--- config.mk ---
export PLATFORM = sky130hd
export DESIGN_NAME = rmf_ctrl
export DESIGN_NICKNAME = d
export VERILOG_FILES = /design/src/rmf_pkg.sv /design/src/rmf_ctrl.sv
export SDC_FILE = /design/constraint.sdc
export NUM_CORES = 1
export LEC_CHECK = 0
export ABC_CLOCK_PERIOD_IN_PS = 1500
export BUFFER_PORTS_ARGS = -buffer_cell sky130_fd_sc_hd__buf_2
export CORE_AREA = 2 2 39 41
export CTS_BUF_LIST = sky130_fd_sc_hd__clkbuf_8
export DETAILED_ROUTE_END_ITERATION = 8
export DIE_AREA = 0 0 41 43
export PLACE_DENSITY = 0.49
export REMOVE_ABC_BUFFERS = 1
export SLEW_MARGIN = 20
export SYNTH_ARGS = -nofsm -noshare
export SYNTH_HDL_FRONTEND = slang
export SYNTH_SLANG_ARGS = --single-unit
--- constraint.sdc ---
create_clock -name i_clk -period 1.5 [get_ports i_clk]
set_clock_uncertainty 0.15 [all_clocks]
set_input_delay 0.3 -clock i_clk [delete_from_list [all_inputs] [get_ports i_clk]]
set_output_delay 0.3 -clock i_clk [all_outputs]
set_load 0.005 [all_outputs]
--- src/rmf_pkg.sv ---
package rmf_pkg;

    localparam int PIX_W      = 8;
    localparam int ROW_W      = 13;
    localparam int CFG_IDX_W  = 2;
    localparam int CFG_DATA_W = 13;
    localparam int MAX_HEIGHT = 4096;

    // Configuration register indexes.
    localparam logic [CFG_IDX_W-1:0] CFG_WINDOW_SIZE  = 2'd0;
    localparam logic [CFG_IDX_W-1:0] CFG_TRIM_K       = 2'd1;
    localparam logic [CFG_IDX_W-1:0] CFG_IMAGE_WIDTH  = 2'd2;
    localparam logic [CFG_IDX_W-1:0] CFG_IMAGE_HEIGHT = 2'd3;

    typedef struct packed {
        logic [PIX_W-1:0] pixel_in;
        logic             pad_item;
    } t_in_item;

    typedef struct packed {
        logic [PIX_W-1:0] pixel_out;
        logic             frame_end;
    } t_out_item;

    typedef enum logic [2:0] {
        ST_IDLE,
        ST_GATHER,
        ST_DRAIN,
        ST_SUM,
        ST_DIV,
        ST_LOAD
    } t_state;

    typedef struct packed {
        logic accept;
        logic gather_start;
        logic gather_step;
        logic sum_step;
        logic div_step;
        logic load;
    } t_ctrl_cmd;

    typedef struct packed {
        logic due;
        logic gather_last;
        logic sum_last;
        logic div_last;
        logic out_free;
    } t_ctrl_sts;

endpackage

--- src/rmf_ctrl.sv ---
module rmf_ctrl (
    input  logic               i_clk,
    input  logic               i_rst_n,
    input  logic               i_in_valid,
    input  rmf_pkg::t_ctrl_sts i_sts,
    output rmf_pkg::t_ctrl_cmd o_cmd,
    output logic               o_in_stall
);

    rmf_pkg::t_state r_state;
    rmf_pkg::t_state n_state;

    always_ff @(posedge i_clk) begin
        if (!i_rst_n) begin
            r_state <= rmf_pkg::ST_IDLE;
        end else begin
            r_state <= n_state;
        end
    end

    always_comb begin
        n_state = r_state;
        case (r_state)
            rmf_pkg::ST_IDLE: begin
                if (i_in_valid && i_sts.due) begin
                    n_state = rmf_pkg::ST_GATHER;
                end
            end
            rmf_pkg::ST_GATHER: begin
                if (i_sts.gather_last) begin
                    n_state = rmf_pkg::ST_DRAIN;
                end
            end
            rmf_pkg::ST_DRAIN: begin
                n_state = rmf_pkg::ST_SUM;
            end
            rmf_pkg::ST_SUM: begin
                if (i_sts.sum_last) begin
                    n_state = rmf_pkg::ST_DIV;
                end
            end
            rmf_pkg::ST_DIV: begin
                if (i_sts.div_last) begin
                    n_state = rmf_pkg::ST_LOAD;
                end
            end
            rmf_pkg::ST_LOAD: begin
                if (i_sts.out_free) begin
                    n_state = rmf_pkg::ST_IDLE;
                end
            end
            default: begin
                n_state = rmf_pkg::ST_IDLE;
            end
        endcase
    end

    always_comb begin
        o_cmd              = '0;
        o_in_stall         = 1'b1;
        case (r_state)
            rmf_pkg::ST_IDLE: begin
                o_in_stall         = 1'b0;
                o_cmd.accept       = i_in_valid;
                o_cmd.gather_start = i_in_valid && i_sts.due;
            end
            rmf_pkg::ST_GATHER: begin
                o_cmd.gather_step = 1'b1;
            end
            rmf_pkg::ST_SUM: begin
                o_cmd.sum_step = 1'b1;
            end
            rmf_pkg::ST_DIV: begin
                o_cmd.div_step = 1'b1;
            end
            rmf_pkg::ST_LOAD: begin
                o_cmd.load = i_sts.out_free;
            end
            default: begin
                o_in_stall = 1'b1;
            end
        endcase
    end

endmodule

==> metrics <==
Worst Path Max Fanout 3; top flop regs r_state x3; clock slew at reported path FFs 0.03 ns; total track usage 8.34%; switching share of power 30.5%; sw power 192 µW; worst hold stages 2; drt via density 4.41; mapped cell area 254 µm²; IO Count 15; worst setup path category flop to output pin; part of the cycle the worst path needs 105%; Root Driver clkbuf_8; first-pass GRT wire length 917 µm; DP Wirelength 479 µm; global placement routability congestion 0.634; Total Power 628 µW; RSZ-0062 raised after global routing true; Slew headroom 82.9%; Die H 43 µm; Nets 62; Initial Util 18.4%; TritonCTS clock tree yes; Critical Path RT 1.05 ns; drt drc 0; dpl ws 0.0558 ns; setup violators final 3; number of synthesized register bits 3; number of global-route vias before repair 254; Worst Setup SP r_state[2]; Worst Hold End r_state[2]; Post-Syn Instances 32; Hold Vio Cnt, Final 0; ranking of synthesized cells by area dfxtp_1 (24%), nor3b_2 (9.9%), nor2_1 (8.9%); final core occ 31.6%; Yosys Warn Count 0; reg2reg path depth 5; largest net degree at the start of global routing 10; PwrDens 1440 nW/µm²; placed insts 62; antenna-violating nets left 0; max reg flops 3; outcome complete, but fails checks; antenna violations before repair 0; Peak VDD IR 0.425 mV; Worst-Skew Late Latency 0.21 ns; Static Leak 0.221 nW; Iter 0 DRT Violations 10; IO Port Bufs 14; Largest Register r_state; Num CTS Buffers 3; Synth cell types 21; clock group share of total power 35.5%; grt ovf 0; share of cells above drive strength 1 64.2%; Avg WL per Cell 9.20 µm; Synth top area share 23.6%; Crit path arrival time 1.13 ns; DR vias 304; min-delay src i_rst_n; Internal 436 µW; Worst-Margin Slew 0.253 ns; Seq/Total Area, Yosys 23.6%; failing checks negative setup slack; drt pass-1 iters 4; CTS H-tree lvls 1; Crit Reg-Reg Endpoint r_state[2]; num rows 14; CP Launch Type flop; Avg Cell Area, Syn 7.94 µm²; Final min period 1.58 ns; fin cells 69; die width 41 µm; Final WS setup -0.0802 ns; Slew Viols, Final 0; CTS sink cnt 3; full die area 1760 µm²; Layout area overhead 71.9%; FMAX 633 MHz; CTS Buffer Depth 2; Sequential Power Share 21.6%; hold crit path type input port to flop; Worst Setup End Kind output pin; largest area contributor in the netlist dfxtp_1; worst r2r src r_state[2]; setup TNS -0.175 ns; n_diodes 0; r2r setup slk 0.10 ns; Placeable Area 1380 µm²; Post-Route WL 635 µm; Max Cap Violations 0; Comb power frac 42.9%
==> per-stage QoR <==
stage,hold slack [ns],instance area [µm²]
floorplan,0.281,235
global placement,0.420,340
CTS,0.206,422
global route,0.204,437
detailed placement,0.429,340
finish,0.210,437
==> worst max path at each step <==
stage / end / slack, ns / depth (start not counted)
global route: o_cmd[4] / -0.14 / 3
finish: o_cmd[5] / -0.08 / 3
detailed placement: o_cmd[4] / 0.06 / 3
CTS: o_cmd[4] / -0.07 / 3
global placement: r_state[2] / 0.06 / 4
floorplan: o_cmd[4] / 0.14 / 2
==> area by class of cell <==
cell class              instances  area (µm²)
fillers                       160         947
multi-input cells              26         191
repair buffers                 19         108
flip-flops and latches          3        68.8
clock buffers                   3        41.3
well taps                      16        20.0
clock inverters                 1        3.75
inverters                       1        3.75
==> cells in the mapped netlist <==
master and instances:
dfxtp_1 3, nor4bb_1 1, a211o_1 1, inv_1 1, nand2_1 3, a21oi_2 1
nand3_1 1, nand2b_1 1, nor2b_1 1, a21oi_1 1, or3_1 1, nand3b_1 2
nor2_1 6, buf_6 1, nor3b_2 2, and2b_1 1, buf_4 1, o311ai_1 1
nand2_2 1, o41ai_1 1, o311a_1 1
==> cell families (layout without fill, tap and decap cells) <==
family / Yosys count / after routing / share of synthesized area [%]
buf+inv: 3 / 24 / 8.87
compound gates: 6 / 6 / 19.7
flops: 3 / 3 / 23.6
simple gates: 20 / 20 / 47.8
==> critical path, stage by stage (launching register included) <==
cell	delay (ns)
dfxtp_4	0.33
or3_4	0.39
nor2_1	0.08
buf_2	0.11
==> cell usage in the layout, fill, tap and decap left out <==
cell type / instances
clkbuf_8: 3
buf_4: 5
nor3b_2: 2
nand3b_1: 2
nand3_1: 1
a21oi_1: 1
nor2_1: 3
a21oi_2: 1
buf_2: 14
o311ai_1: 1
dfxtp_4: 2
nor2_2: 3
inv_1: 2
nand2_2: 1
dfxtp_2: 1
nor4bb_1: 1
o311a_1: 1
nand2b_4: 1
or3_4: 1
a211o_1: 1
nand2_1: 3
nor2b_1: 1
o41ai_1: 1
and2b_1: 1
==> power groups by stage <==
stage	clock network [mW]	registers, mW	logic [mW]
2_1_floorplan	0	0.134	0.126
3_3_place_gp	0	0.136	0.223
3_5_place_dp	0	0.135	0.223
4_1_cts	0.230	0.141	0.244
5_1_grt	0.243	0.141	0.300
6_report	0.223	0.136	0.269
==> repair_timing <==
item	CTS	global route
resized for setup	7	3
pin swaps	2	0
setup endpoints to repair	6	6
hold buffers	0	0
buffers inserted	2	1
==> layer usage <==
| metal | vias up | GRT usage (%) | part of all wire, % |
|---|---|---|---|
| met1 | 138 | 8.71 | 42 |
| met3 | 0 | 6.28 | 9.3 |
| li1 | 156 | - | - |
| met2 | 10 | 10.9 | 49 |
| met5 | - | 0 | 0 |
| met4 | 0 | 6.00 | 0 |
No activity file was read; power rests on OpenSTA's default activity.
